==> src/rtl/core/crsf_rx_pkg.sv <==
package crsf_rx_pkg;

   localparam logic [7:0]  CRC_POLY      = 8'hD5;
   localparam logic [15:0] TIMEOUT_RESET = 16'd1100;
   localparam logic [7:0]  LENGTH_BIAS   = 8'd2;

   typedef enum logic [1:0] {
      PH_WAIT_NEXT   = 2'd0,
      PH_WAIT_LENGTH = 2'd1,
      PH_WAIT_TYPE   = 2'd2,
      PH_WAIT_DATA   = 2'd3
   } phase_type;

   typedef enum logic [2:0] {
      ST_IGNORED = 3'd0,
      ST_START   = 3'd1,
      ST_LENGTH  = 3'd2,
      ST_TYPE    = 3'd3,
      ST_PAYLOAD = 3'd4,
      ST_GOOD    = 3'd5,
      ST_BAD     = 3'd6
   } status_type;

   typedef struct packed {
      logic [7:0]  rx_byte;
      logic [31:0] arrival_time_us;
   } req_item_type;

   typedef struct packed {
      status_type  status;
      logic [7:0]  data_byte;
      logic [7:0]  byte_index;
      logic [7:0]  frame_kind;
      logic [7:0]  payload_count;
      logic [31:0] frame_interval_us;
      logic [15:0] bad_frame_count;
   } rsp_item_type;

   // one CRC-8 byte step, MSB first
   function automatic logic [7:0] crc_step(input logic [7:0] crc, input logic [7:0] data);
      logic [7:0] v;
      v = crc ^ data;
      for (int k = 0; k < 8; k++) begin
         if (v[7]) begin
            v = {v[6:0], 1'b0} ^ CRC_POLY;
         end else begin
            v = {v[6:0], 1'b0};
         end
      end
      return v;
   endfunction

endpackage

==> src/rtl/core/crsf_rx_if.sv <==
interface crsf_rx_req_if;
   logic        valid;
   logic        ready;
   logic [7:0]  rx_byte;
   logic [31:0] arrival_time_us;

   modport source (output valid, rx_byte, arrival_time_us, input ready);
   modport sink   (input valid, rx_byte, arrival_time_us, output ready);
endinterface

interface crsf_rx_rsp_if;
   logic        valid;
   logic        ready;
   logic [2:0]  status;
   logic [7:0]  data_byte;
   logic [7:0]  byte_index;
   logic [7:0]  frame_kind;
   logic [7:0]  payload_count;
   logic [31:0] frame_interval_us;
   logic [15:0] bad_frame_count;

   modport source (output valid, status, data_byte, byte_index, frame_kind, payload_count,
                   frame_interval_us, bad_frame_count, input ready);
   modport sink   (input valid, status, data_byte, byte_index, frame_kind, payload_count,
                   frame_interval_us, bad_frame_count, output ready);
endinterface

==> src/rtl/core/crsf_rx_parser.sv <==
module crsf_rx_parser
   import crsf_rx_pkg::*;
(
   input  logic         clock,
   input  logic         reset,
   input  logic         step,
   input  req_item_type item,
   input  logic [15:0]  timeout_us,
   output rsp_item_type result
);

   phase_type   phase_ff, phase_in;
   logic [7:0]  crc_ff, crc_in;
   logic [7:0]  length_ff, length_in;
   logic [7:0]  position_ff, position_in;
   logic [7:0]  kind_ff, kind_in;
   logic [31:0] start_ff, start_in;
   logic [31:0] last_end_ff, last_end_in;
   logic [15:0] errors_ff, errors_in;

   logic [31:0] since_start;
   logic        timed_out;

   assign since_start = item.arrival_time_us - start_ff;
   assign timed_out   = since_start > {16'd0, timeout_us};

   always_comb begin
      phase_in    = phase_ff;
      crc_in      = crc_ff;
      length_in   = length_ff;
      position_in = position_ff;
      kind_in     = kind_ff;
      start_in    = start_ff;
      last_end_in = last_end_ff;
      errors_in   = errors_ff;

      result                   = '0;
      result.status            = ST_IGNORED;

      if (timed_out) begin
         start_in         = item.arrival_time_us;
         phase_in         = PH_WAIT_LENGTH;
         result.status    = ST_START;
         result.data_byte = item.rx_byte;
      end else begin
         case (phase_ff)
            PH_WAIT_LENGTH: begin
               length_in     = item.rx_byte - LENGTH_BIAS;
               phase_in      = PH_WAIT_TYPE;
               result.status = ST_LENGTH;
            end
            PH_WAIT_TYPE: begin
               kind_in       = item.rx_byte;
               position_in   = '0;
               crc_in        = crc_step(8'd0, item.rx_byte);
               phase_in      = PH_WAIT_DATA;
               result.status = ST_TYPE;
            end
            PH_WAIT_DATA: begin
               if (position_ff < length_ff) begin
                  result.status     = ST_PAYLOAD;
                  result.data_byte  = item.rx_byte;
                  result.byte_index = position_ff;
                  crc_in            = crc_step(crc_ff, item.rx_byte);
                  position_in       = position_ff + 8'd1;
               end else begin
                  result.frame_interval_us = item.arrival_time_us - last_end_ff;
                  last_end_in              = item.arrival_time_us;
                  if (item.rx_byte == crc_ff) begin
                     result.status = ST_GOOD;
                  end else begin
                     result.status = ST_BAD;
                     // saturate the bad-frame tally
                     if (errors_ff != '1) begin
                        errors_in = errors_ff + 16'd1;
                     end
                  end
                  phase_in = PH_WAIT_NEXT;
               end
            end
            default: begin
               phase_in = PH_WAIT_NEXT;
            end
         endcase
      end

      result.frame_kind      = kind_in;
      result.payload_count   = length_in;
      result.bad_frame_count = errors_in;
   end

   always_ff @(posedge clock) begin
      if (reset) begin
         phase_ff    <= PH_WAIT_NEXT;
         crc_ff      <= '0;
         length_ff   <= '0;
         position_ff <= '0;
         kind_ff     <= '0;
         start_ff    <= '0;
         last_end_ff <= '0;
         errors_ff   <= '0;
      end else if (step) begin
         phase_ff    <= phase_in;
         crc_ff      <= crc_in;
         length_ff   <= length_in;
         position_ff <= position_in;
         kind_ff     <= kind_in;
         start_ff    <= start_in;
         last_end_ff <= last_end_in;
         errors_ff   <= errors_in;
      end
   end

endmodule

==> src/rtl/core/crsf_frame_receiver_core.sv <==
// Channel    Port       Direction  Contents
// request    req_chan   in         rx_byte, arrival_time_us
// response   rsp_chan   out        status, data_byte, byte_index, frame_kind,
//                                  payload_count, frame_interval_us, bad_frame_count
// control    csr_*      in         frame_timeout_us write
//
// Each item passes an input register, the parse and CRC logic, and a result register;
// one item per cycle is sustained while the response channel is ready.
// Frame state advances as the item moves from the input register to the result register.
// A stalled result register holds the input register, which still takes a new item
// whenever its own item moves on. Synchronous active-high reset clears frame state,
// both valid flags and sets the timeout to 1100 us.
module crsf_frame_receiver_core
   import crsf_rx_pkg::*;
(
   input  logic                clock,
   input  logic                reset,
   crsf_rx_req_if.sink         req_chan,
   crsf_rx_rsp_if.source       rsp_chan,
   input  logic                csr_wr_en,
   input  logic [15:0]         csr_wr_data
);

   logic [15:0]  timeout_ff;
   logic         in_valid_ff;
   req_item_type in_item_ff;
   logic         out_valid_ff;
   rsp_item_type out_item_ff;
   rsp_item_type result;
   logic         advance;
   logic         accept;

   assign advance        = in_valid_ff && (!out_valid_ff || rsp_chan.ready);
   assign req_chan.ready = !in_valid_ff || advance;
   assign accept         = req_chan.valid && req_chan.ready;

   always_ff @(posedge clock) begin
      if (reset) begin
         timeout_ff <= TIMEOUT_RESET;
      end else if (csr_wr_en) begin
         timeout_ff <= csr_wr_data;
      end
   end

   always_ff @(posedge clock) begin
      if (reset) begin
         in_valid_ff <= 1'b0;
      end else if (req_chan.ready) begin
         in_valid_ff <= req_chan.valid;
      end
   end

   always_ff @(posedge clock) begin
      if (accept) begin
         in_item_ff.rx_byte         <= req_chan.rx_byte;
         in_item_ff.arrival_time_us <= req_chan.arrival_time_us;
      end
   end

   crsf_rx_parser u_parser (
      .clock      (clock),
      .reset      (reset),
      .step       (advance),
      .item       (in_item_ff),
      .timeout_us (timeout_ff),
      .result     (result)
   );

   always_ff @(posedge clock) begin
      if (reset) begin
         out_valid_ff <= 1'b0;
      end else if (advance) begin
         out_valid_ff <= 1'b1;
      end else if (rsp_chan.ready) begin
         out_valid_ff <= 1'b0;
      end
   end

   // hold the result until taken
   always_ff @(posedge clock) begin
      if (advance) begin
         out_item_ff <= result;
      end
   end

   assign rsp_chan.valid             = out_valid_ff;
   assign rsp_chan.status            = out_item_ff.status;
   assign rsp_chan.data_byte         = out_item_ff.data_byte;
   assign rsp_chan.byte_index        = out_item_ff.byte_index;
   assign rsp_chan.frame_kind        = out_item_ff.frame_kind;
   assign rsp_chan.payload_count     = out_item_ff.payload_count;
   assign rsp_chan.frame_interval_us = out_item_ff.frame_interval_us;
   assign rsp_chan.bad_frame_count   = out_item_ff.bad_frame_count;

endmodule
==> src/flat_wrapper.sv <==
// flat-port wrapper written by rule: the top's interface ports become plain ports
module crsf_frame_receiver_core_flat import crsf_rx_pkg::*;
  (clock, reset, csr_wr_en, csr_wr_data, req_chan_valid, req_chan_rx_byte, req_chan_arrival_time_us, req_chan_ready, rsp_chan_valid, rsp_chan_status, rsp_chan_data_byte, rsp_chan_byte_index, rsp_chan_frame_kind, rsp_chan_payload_count, rsp_chan_frame_interval_us, rsp_chan_bad_frame_count, rsp_chan_ready);
  crsf_rx_req_if req_chan_i ();
  crsf_rx_rsp_if rsp_chan_i ();
  input  logic clock;
  input  logic reset;
  input  logic csr_wr_en;
  input  logic [15:0] csr_wr_data;
  input wire logic [$bits(req_chan_i.valid)-1:0] req_chan_valid;
  input wire logic [$bits(req_chan_i.rx_byte)-1:0] req_chan_rx_byte;
  input wire logic [$bits(req_chan_i.arrival_time_us)-1:0] req_chan_arrival_time_us;
  output wire logic [$bits(req_chan_i.ready)-1:0] req_chan_ready;
  output wire logic [$bits(rsp_chan_i.valid)-1:0] rsp_chan_valid;
  output wire logic [$bits(rsp_chan_i.status)-1:0] rsp_chan_status;
  output wire logic [$bits(rsp_chan_i.data_byte)-1:0] rsp_chan_data_byte;
  output wire logic [$bits(rsp_chan_i.byte_index)-1:0] rsp_chan_byte_index;
  output wire logic [$bits(rsp_chan_i.frame_kind)-1:0] rsp_chan_frame_kind;
  output wire logic [$bits(rsp_chan_i.payload_count)-1:0] rsp_chan_payload_count;
  output wire logic [$bits(rsp_chan_i.frame_interval_us)-1:0] rsp_chan_frame_interval_us;
  output wire logic [$bits(rsp_chan_i.bad_frame_count)-1:0] rsp_chan_bad_frame_count;
  input wire logic [$bits(rsp_chan_i.ready)-1:0] rsp_chan_ready;
  assign req_chan_i.valid = req_chan_valid;
  assign req_chan_i.rx_byte = req_chan_rx_byte;
  assign req_chan_i.arrival_time_us = req_chan_arrival_time_us;
  assign req_chan_ready = req_chan_i.ready;
  assign rsp_chan_valid = rsp_chan_i.valid;
  assign rsp_chan_status = rsp_chan_i.status;
  assign rsp_chan_data_byte = rsp_chan_i.data_byte;
  assign rsp_chan_byte_index = rsp_chan_i.byte_index;
  assign rsp_chan_frame_kind = rsp_chan_i.frame_kind;
  assign rsp_chan_payload_count = rsp_chan_i.payload_count;
  assign rsp_chan_frame_interval_us = rsp_chan_i.frame_interval_us;
  assign rsp_chan_bad_frame_count = rsp_chan_i.bad_frame_count;
  assign rsp_chan_i.ready = rsp_chan_ready;
  crsf_frame_receiver_core u_core (.clock(clock), .reset(reset), .req_chan(req_chan_i), .rsp_chan(rsp_chan_i), .csr_wr_en(csr_wr_en), .csr_wr_data(csr_wr_data));
endmodule
==> config.mk <==
export PLATFORM = sky130hd
export DESIGN_NAME = crsf_frame_receiver_core_flat
export DESIGN_NICKNAME = d
export VERILOG_FILES = /design/src/rtl/core/crsf_rx_pkg.sv /design/src/rtl/core/crsf_rx_if.sv /design/src/rtl/core/crsf_rx_parser.sv /design/src/rtl/core/crsf_frame_receiver_core.sv /design/src/flat_wrapper.sv
export SDC_FILE = /design/constraint.sdc
export NUM_CORES = 1
export LEC_CHECK = 0
export BUFFER_PORTS_ARGS = -buffer_cell sky130_fd_sc_hd__buf_4
export CAP_MARGIN = 20
export CORE_MARGIN = 10
export CORE_UTILIZATION = 60
export DETAILED_ROUTE_END_ITERATION = 12
export GPL_TIMING_DRIVEN = 0
export PLACE_DENSITY = 0.81
export SLEW_MARGIN = 20
export SYNTH_ARGS = -nofsm -noshare
export SYNTH_HDL_FRONTEND = slang
export SYNTH_HIERARCHICAL = 1
export SYNTH_SLANG_ARGS = --single-unit
==> constraint.sdc <==
create_clock -name clock -period 8.09 [get_ports clock]
set_clock_uncertainty 0.1 [all_clocks]
set_input_delay 0 -clock clock [delete_from_list [all_inputs] [get_ports clock]]
set_output_delay 0 -clock clock [all_outputs]
set_load 0.05 [all_outputs]
==> run_results.csv, run 1 <==
group,metric,value,unit
timing,min_period_over_period,0.844,
timing,rsz0062_at_grt,"no",
clock_tree,cts_sinks,255,
power,ir_drop,0.000180,V
clock_tree,cts_buffer_depth,3,
clock_tree,clock_latency,540,ps
floorplanning,fp.dieW,178,um
clock_tree,htree_levels,1,
floorplanning,die-area,0.0317,mm^2
route,routed.top_layer,"met4",
clock_tree,cts-root-buf,"clkbuf_16",
floorplanning,io_pins,146,
power,powerDensity,181,mW/mm^2
run,cap_violations,0,
critical_path,path_class,"reg2reg",
yosys,synthCells,1568,
clock_tree,clk_pin_slew_worst_paths,60,ps
route,wl_met2,20800,um
timing,setup_viol,0,
cells_and_area,nets,1990,
yosys,netlist_top_cells_area,"edfxtp_1, dfxtp_1, ha_1",
global_route,grt_pass1_vias,12777,
yosys,yosys.area.top_type,"edfxtp_1",
timing,finalCriticalPeriod,6830,ps
floorplanning,fp.dieH,178,um
yosys,ys_seq_elements,255,
yosys,synth_edf_count,123,
timing,max_freq,146,MHz
cells_and_area,post-route-util,0.747,
route,drt-initial-drc-count,1244,
yosys,syn_area,0.0150,mm^2
yosys,synth_area_per_cell,9.54,um^2
timing,slew_headroom,0.337,
route,drt-pass1-iter-count,6,
yosys,synth_cell_type_count,87,
critical_path,cp.arrival,7010,ps
placement,placed_cell_area,0.0165,mm^2
critical_path,path_max_fanout,9,
global_route,grt_pass1_wl,66000,um
placement,dp_slack,1590,ps
placement,gp_congestion,0.962,
status,outcome,"completed",
critical_path,worstSetupStartpointType,"flop",
timing,tightest_slew,990,ps
yosys,ys_seq_area_frac,0.424,
yosys,synthArstFlopShare,0,
global_route,grt_max_degree,59,
min_path,hp-class,"in2reg",
placement,io_buffers,144,
power,p_leak,0.00718,uW
floorplanning,start_util,0.612,
clock_tree,cts_setup_buffers,0,
route,ant_nets,0,
global_route,grt.total_usage,0.255,
cells_and_area,drive_gt1_frac,0.126,
cells_and_area,diodes,0,
timing,fin_tns_setup,0,ps
clock_tree,cts_made_buffers,27,
global_route,grt_antenna_before_repair,0,
global_route,overflow,0,
yosys,yosys.area.top_type_share,0.247,
yosys,yosys_most_used_dff,"dfxtp_1",
placement,place_hpwl,28600,um
yosys,yosys-top-cells-count,"nor2_1, dfxtp_1, inv_1",
cells_and_area,area_growth,22.1,%
route,routedLengthMet1,16600,um
route,routed_wl,41100,um
timing,setup_ws,1260,ps
route,drc,0,
floorplanning,core,0.0245,mm^2
route,dr_wl_met3,2760,um
route,wl_per_cell,18.9,um
route,drt-vias-per-instance,5.91,
floorplanning,num_rows,57,
timing,hold_violations,0,
route,num_vias,12873,
cells_and_area,fin_area,0.0183,mm^2
timing,drv_slew,0,
timing,fin_hold_ws,68.4,ps
yosys,yosysMostFrequentCell,"nor2_1",
yosys,ys_warn_count,6,
critical_path,cp.required,8280,ps
yosys,synth_nets,1726,
clock_tree,cts_tree,"done",
critical_path,endpoint_kind,"flop",
==> power by group <==
| group | internal [uW] | switching [uW] |
|---|---|---|
| sequential | 1400 | 28.0 |
| combinational | 269 | 396 |
| clock | 700 | 515 |
| total | 2360 | 939 |
==> through the flow <==
stage / power (uW) / instances
detailed placement: 2060 / 2038
global placement: 2040 / 2036
floorplan: 1890 / 1568
global route: 3430 / 2177
finish: 3300 / 2177
CTS: 3300 / 2177
==> kinds of logic (layout without fill, tap and decap cells) <==
group	count (synthesis)	in the layout	synth area share
muxes	115	115	0.0789
and+or+nand+nor	493	493	0.165
AOI/OAI and AO/OA	309	309	0.137
xor gates and xnor gates	103	103	0.0603
buffers and inverters	196	481	0.0530
adders and majority gates	97	97	0.0821
DFF	255	255	0.424
==> state kept, by name, indices dropped and copies added (netlist names), 8 cells and up <==
register and cells:
u_core/u_parser/crc_ff 8, u_core/u_parser/start_ff 32, u_core/timeout_ff 16, u_core/rsp_chan.byte_index 8, u_core/rsp_chan.data_byte 8, u_core/rsp_chan.frame_kind 8, u_core/rsp_chan.frame_interval_us 32, u_core/u_parser/errors_ff 16
u_core/u_parser/length_ff 8, u_core/u_parser/position_ff 8, u_core/u_parser/kind_ff 8, u_core/u_parser/last_end_ff 32, u_core/in_item_ff 40, u_core/rsp_chan.bad_frame_count 16, u_core/rsp_chan.payload_count 8
==> layout by cell type (no fill, tap or decap), drive strengths merged, types with 5 or more instances in the layout <==
cell type,count
nor2,190
buf,162
dfxtp,132
inv,127
edfxtp,123
a21oi,102
ha,95
mux2i,91
dlygate4sd3,89
clkbuf,89
nand2,70
xnor2,66
o21ai,59
nand3,40
xor2,37
nand4,35
nor3,30
a21o,25
nor2b,24
mux2,24
and3,21
o21a,15
a31oi,14
and2,14
nand2b,13
a311o,11
o211ai,11
clkinv,11
a311oi,10
or3,8
o21bai,8
nor4,8
a211oi,7
a211o,6
and4,6
or4,6
or2,6
or4b,6
nand3b,5
==> path summary, 6_finish.rpt <==
path / slack, ps / start / cells past startpoint / end
min: 70 / req_chan_arrival_time_us[7] / 2 / u_core/in_item_ff[7]
max: 1260 / u_core/in_item_ff[1] / 19 / u_core/rsp_chan.frame_kind[7]
max reg2reg: 1260 / u_core/in_item_ff[1] / 19 / u_core/rsp_chan.frame_kind[7]
min reg2reg: 380 / u_core/u_parser/crc_ff[5] / 2 / u_core/u_parser/crc_ff[5]
==> cell type report <==
cell class | instances | area, um^2
Inverter | 128 | 480
Timing Repair Buffer | 235 | 2020
Tap cell | 324 | 405
Multi-Input combinational cell | 1117 | 7840
Sequential cell | 255 | 6340
Clock inverter | 13 | 100
Fill cell | 1679 | 6200
Buffer | 68 | 313
Clock buffer | 37 | 773
==> worst max-delay path, stage by stage (launching register included) <==
cell,delay [ps]
edfxtp_1,550
inv_1,110
fa_1,470
nand2b_1,200
a211oi_2,370
o21bai_1,170
a21oi_1,470
nor2_1,110
xnor2_1,230
ha_1,300
a21o_1,180
a21oi_1,250
nand2_1,80
o21ai_0,630
o2111ai_1,210
or4_1,450
or4_4,570
nor3_4,430
nand2_2,280
mux2_1,410
==> what timing repair did <==
| item | 4_1_cts | 5_1_grt |
|---|---|---|
| gates resized for setup | 0 | 0 |
| hold endpoints to repair | 82 | 0 |
| hold buffers | 89 | 0 |
==> metal layers <==
layer  vias up  GRT usage
li1       6145          -
met1      6151      0.309
met2       497      0.457
met3        80     0.0374
met4         0     0.0778
met5         -          0
(Power assumes the default switching activity.)
==> run 2, diff against run 1 <==
- clock period: 8.09 -> 6.6 ns (I/O delays scaled with it)
==> run 2 against run 1 <==
Against the previous run: total power grew 23%; worst setup slack lost 930 ps; sequential share of layout area shrank 0.059 points; via count grew 0.23%; cell count is essentially flat; combinational power grew 23%; hold slack lost 3.2 ps; wire length grew 0.23%; global-route usage is the same; core utilization grew 0.13 points; highest routed layer unchanged.
==> run_results.csv, run 2 (same netlist as run 1, synthesis figures left out) <==
group,metric,value,unit
cells_and_area,drive_gt1_frac,0.128,
power,powerDensity,221,mW/mm^2
cells_and_area,fin_area,0.0183,mm^2
floorplanning,core,0.0245,mm^2
min_path,hp-class,"in2reg",
timing,setup_ws,331,ps
placement,io_buffers,144,
timing,fin_tns_setup,0,ps
timing,max_freq,160,MHz
status,outcome,"completed",
cells_and_area,nets,1992,
cells_and_area,fill_cells,1674,
power,pwr-share-clk,0.368,
route,drt-vias-per-instance,5.92,
critical_path,path_class,"reg2reg",
power,combPwrFrac,0.201,
critical_path,endpoint_kind,"flop",
global_route,grt_pass1_wl,66000,um
placement,gp_congestion,0.962,
floorplanning,num_rows,57,
global_route,grt_antenna_before_repair,0,
global_route,use_met2,0.457,
global_route,met1_usage,0.309,
global_route,grt_max_degree,59,
cells_and_area,post-route-util,0.748,
critical_path,cp.arrival,6580,ps
timing,slew_headroom,0.347,
timing,hold_violations,0,
route,ant_nets,0,
power,power.switching,1150,uW
critical_path,worstSetupStartpointType,"flop",
floorplanning,start_util,0.612,
critical_path,path_max_fanout,10,
route,wl_per_cell,18.9,um
global_route,grt.busiest_layer,"met2",
critical_path,cp.required,6910,ps
floorplanning,die-area,0.0317,mm^2
clock_tree,cts_tree,"done",
cells_and_area,layout_commonest_cell,"nor2_1",
clock_tree,clock_latency,550,ps
route,num_vias,12902,
timing,setup_viol,0,
power,ir_drop,0.000221,V
timing,tightest_slew,975,ps
clock_tree,clk_pin_slew_worst_paths,60,ps
power,seqPwrFrac,0.431,
clock_tree,htree_levels,1,
placement,dp_slack,101,ps
floorplanning,fp.dieH,178,um
power,p_leak,0.00719,uW
timing,rsz0062_at_grt,"no",
floorplanning,fp.dieW,178,um
clock_tree,cts_sinks,255,
cells_and_area,layout_common_cells,"nor2_1, buf_4, dfxtp_1",
placement,placed_cell_area,0.0165,mm^2
floorplanning,io_pins,146,
global_route,gr-usage-met3,0.0374,
clock_tree,cts_made_buffers,27,
timing,min_period_over_period,0.950,
cells_and_area,largest_reg_flops,40,
cells_and_area,diodes,0,
cells_and_area,regMostFlops,"u_core/in_item_ff",
clock_tree,cts_buffer_depth,3,
global_route,grt.total_usage,0.255,
placement,place_hpwl,28600,um
route,drt-pass1-iter-count,5,
critical_path,r2r_slack,330,ps
power,p_sw_frac,0.284,
route,drt-initial-drc-count,1091,
clock_tree,cts-root-buf,"clkbuf_16",
run,cap_violations,0,
timing,drv_slew,0,
power,p_total,4050,uW
timing,finalCriticalPeriod,6270,ps
route,routed_wl,41200,um
global_route,grt_pass1_vias,12777,
cells_and_area,area_growth,22.3,%
power,internal_power,2900,uW
global_route,overflow,0,
route,drc,0,
-- run 2: cell count changes in the layout (fill, tap and decap cells not counted) --
cell and delta:
a21oi_1 -1, a21oi_2 +1, buf_4 +1, buf_12 +1, o21ai_1 +1, o21ai_0 -1
-- run 2: stage by stage --
stage	instances	hold slack, ps
2_1_floorplan	1568	-1.13
3_3_place_gp	2036	78.0
3_5_place_dp	2038	79.3
4_1_cts	2177	55.9
5_1_grt	2179	69.2
6_report	2179	65.3
-- run 2: repair_timing --
action,4_1_cts,5_1_grt
hold buffers,89,0
endpoints found under the setup margin,0,106
resized for setup,0,2
endpoints found under the hold margin,82,0
buffers inserted,0,2
-- run 2: routing by layer --
| metal | vias to the layer above | part of all wire |
|---|---|---|
| met5 | - | 0 |
| met4 | 0 | 0.025 |
| met3 | 79 | 0.070 |
| met2 | 512 | 0.50 |
| met1 | 6160 | 0.40 |
| li1 | 6151 | - |
-- run 2: cell type report --
cell class	instances	area (um^2)	area share
multi-input combinational	1117	7840	0.428
sequential	255	6340	0.346
timing repair buffer	237	2050	0.112
clock buffer	37	773	0.0423
inverter	128	480	0.0263
tap	324	405	0.0222
buffer	68	313	0.0171
clock inverter	13	100	0.00547
-- run 2: critical path: stages (launching register included) --
cell,delay (ps)
edfxtp_1,540
inv_1,110
fa_1,470
nand2b_1,200
a211oi_2,360
o21bai_1,190
a21oi_2,320
nor2_1,90
xnor2_1,230
ha_1,300
a21o_1,180
a21oi_1,240
nand2_1,90
o21ai_1,400
o2111ai_1,190
or4_1,430
or4_4,570
nor4_4,340
buf_4,250
buf_6,200
mux2i_1,240
nor2_1,50
-- run 2: power by group through the flow --
stage	registers, uW	clock network, uW	logic [uW]
3_5_place_dp	1780	0	743
3_3_place_gp	1780	0	724
5_1_grt	1750	1570	885
4_1_cts	1740	1510	795
2_1_floorplan	1840	0	476
6_report	1740	1490	816
-- run 2: worst paths after layout --
check                                    from                         endpoint  cells past startpoint
hold / removal    req_chan_arrival_time_us[7]             u_core/in_item_ff[7]                      2
setup reg to reg         u_core/in_item_ff[1]  u_core/u_parser/last_end_ff[23]                     21
hold reg to reg     u_core/u_parser/crc_ff[5]        u_core/u_parser/crc_ff[5]                      2
setup / recovery         u_core/in_item_ff[1]  u_core/u_parser/last_end_ff[23]                     21
==> run 3, diff against run 2 <==
- CELL_PAD_IN_SITES_DETAIL_PLACEMENT: not set -> 1
- CELL_PAD_IN_SITES_GLOBAL_PLACEMENT: not set -> 1
- CORE_UTILIZATION: 60 -> 47
- PLACE_DENSITY: 0.81 -> not set
- PLACE_DENSITY_LB_ADDON: not set -> 0.1
==> run 3 against run 2 <==
Against the previous run: combinational power up 2.8%; total power up 4.7%; largest cell class unchanged; core utilization down 16 points; critical path depth down 2; non-clock buffer count down 2; clock-buffer cell count up 12; first-iteration DRC count down 51%.
==> run_results.csv, run 3 (same netlist as run 1, synthesis figures left out) <==
group,metric,value,unit
global_route,overflow,0,
critical_path,cp.required,6800,ps
floorplanning,start_util,0.475,
critical_path,path_class,"reg2reg",
clock_tree,cts_buffer_depth,3,
route,drc,0,
global_route,gr-usage-met3,0.0414,
global_route,met1_usage,0.280,
route,wl_per_cell,21.1,um
timing,tightest_slew,905,ps
route,ant_nets,0,
cells_and_area,largest_reg_flops,40,
timing,slew_headroom,0.391,
global_route,grt_pass1_wl,75400,um
timing,max_freq,159,MHz
critical_path,startpoint,"u_core/in_item_ff[1]",
critical_path,rr_startpoint,"u_core/in_item_ff[1]",
floorplanning,io_pins,146,
clock_tree,htree_levels,1,
timing,setup_viol,0,
route,drt-vias-per-instance,5.64,
clock_tree,cts_tree,"done",
cells_and_area,regMostFlops,"u_core/in_item_ff",
timing,hold_violations,0,
global_route,use_met2,0.433,
critical_path,path_max_fanout,9,
floorplanning,num_rows,65,
global_route,grt_max_degree,60,
floorplanning,die-area,0.0394,mm^2
floorplanning,fp.dieH,198,um
cells_and_area,diodes,0,
power,powerDensity,229,mW/mm^2
global_route,grt.busiest_layer,"met2",
clock_tree,cts-root-buf,"clkbuf_16",
placement,io_buffers,144,
cells_and_area,layout_commonest_cell,"nor2_1",
timing,min_period_over_period,0.950,
floorplanning,core,0.0315,mm^2
placement,gp_congestion,0.900,
critical_path,cp.arrival,6470,ps
route,num_vias,12758,
clock_tree,cts_sinks,255,
critical_path,endpoint_kind,"flop",
timing,fin_hold_ws,57.0,ps
clock_tree,cts_setup_buffers,0,
timing,rsz0062_at_grt,"no",
cells_and_area,drive_gt1_frac,0.126,
min_path,hp-class,"in2reg",
timing,fin_tns_setup,0,ps
cells_and_area,area_growth,23.6,%
timing,drv_slew,0,
critical_path,worstSetupStartpointType,"flop",
clock_tree,clock_latency,560,ps
cells_and_area,nets,1993,
power,p_leak,0.00724,uW
min_path,hold_path.startpoint,"req_chan_rx_byte[2]",
power,ir_drop,0.000213,V
cells_and_area,layout_common_cells,"nor2_1, buf_4, dfxtp_1",
route,drt-pass1-iter-count,4,
global_route,grt_pass1_vias,13835,
global_route,grt_antenna_before_repair,0,
clock_tree,clk_pin_slew_worst_paths,60,ps
clock_tree,cts_made_buffers,30,
cells_and_area,stdcell_count,2261,
route,routed_wl,47600,um
placement,placedCellCount,2116,
cells_and_area,post-route-util,0.587,
placement,place_hpwl,34000,um
floorplanning,fp.dieW,198,um
status,outcome,"completed",
run,cap_violations,0,
global_route,grt.total_usage,0.239,
timing,finalCriticalPeriod,6270,ps
route,drt-initial-drc-count,532,
==> run 3: cell types whose count changed in the layout (fill, tap and decap cells not counted), sizes merged <==
cell / previous run / this run
clkinvlp: 2 / 0
buf: 164 / 162
inv: 127 / 126
clkinv: 11 / 8
clkbuf: 89 / 101
==> run 3: where the power goes <==
part / switching, uW / internal (uW)
combinational: 506 / 333
clock: 666 / 986
sequential: 36.4 / 1710
==> run 3: metrics by stage <==
stage | worst slack [ps] | total power [uW] | area (um^2)
finish | 330 | 4240 | 18500
CTS | 13.8 | 4240 | 18500
global route | 51.0 | 4410 | 18500
detailed placement | 77.6 | 2550 | 16600
floorplan | 1420 | 2320 | 15000
global placement | 8.63 | 2520 | 16500
==> run 3: metal layers <==
metal  part of all wire  vias to the layer above
li1                   -                     6138
met1               0.41                     6283
met2               0.51                      269
met3              0.046                       68
met4              0.028                        0
met5                  0                        -
==> run 3: final cells by class <==
class                      instances  area, um^2
timing repair buffer             235        2030
tap                              402         503
inverter                         128         480
multi-input combinational       1117        7850
sequential                       255        6340
buffer                            68         313
fill                            3567       13000
clock buffer                      49         925
clock inverter                     7        56.3
==> run 3: worst paths after layout <==
| check | endpoint | slack [ps] | cells after the start |
|---|---|---|---|
| worst max-delay path | u_core/rsp_chan.payload_count[7] | 330 | 19 |
| worst min register to register | u_core/u_parser/crc_ff[5] | 380 | 2 |
| worst min-delay path | u_core/in_item_ff[34] | 60 | 2 |
| worst max register to register | u_core/rsp_chan.payload_count[7] | 330 | 19 |
==> run 3: worst max-delay path, stage by stage, from the launching register on <==
cell and delay (ps):
edfxtp_1 540, ha_1 370, nor2b_1 150, o31a_1 290, o21a_1 230, o211ai_2 380
nand2_1 190, xor2_1 200, ha_1 300, a21o_1 160, a21o_1 180, a21oi_1 250
nand2_1 130, o21ai_2 270, o2111ai_1 150, or4_1 430, or4_4 580, nor3_4 440
nand2_2 270, mux2_1 390
==> run 3: repair_timing <==
item,in CTS,in global routing
endpoints found under the hold margin,66,0
gates resized for setup,0,4
hold buffers,89,0
setup endpoints to repair,0,105
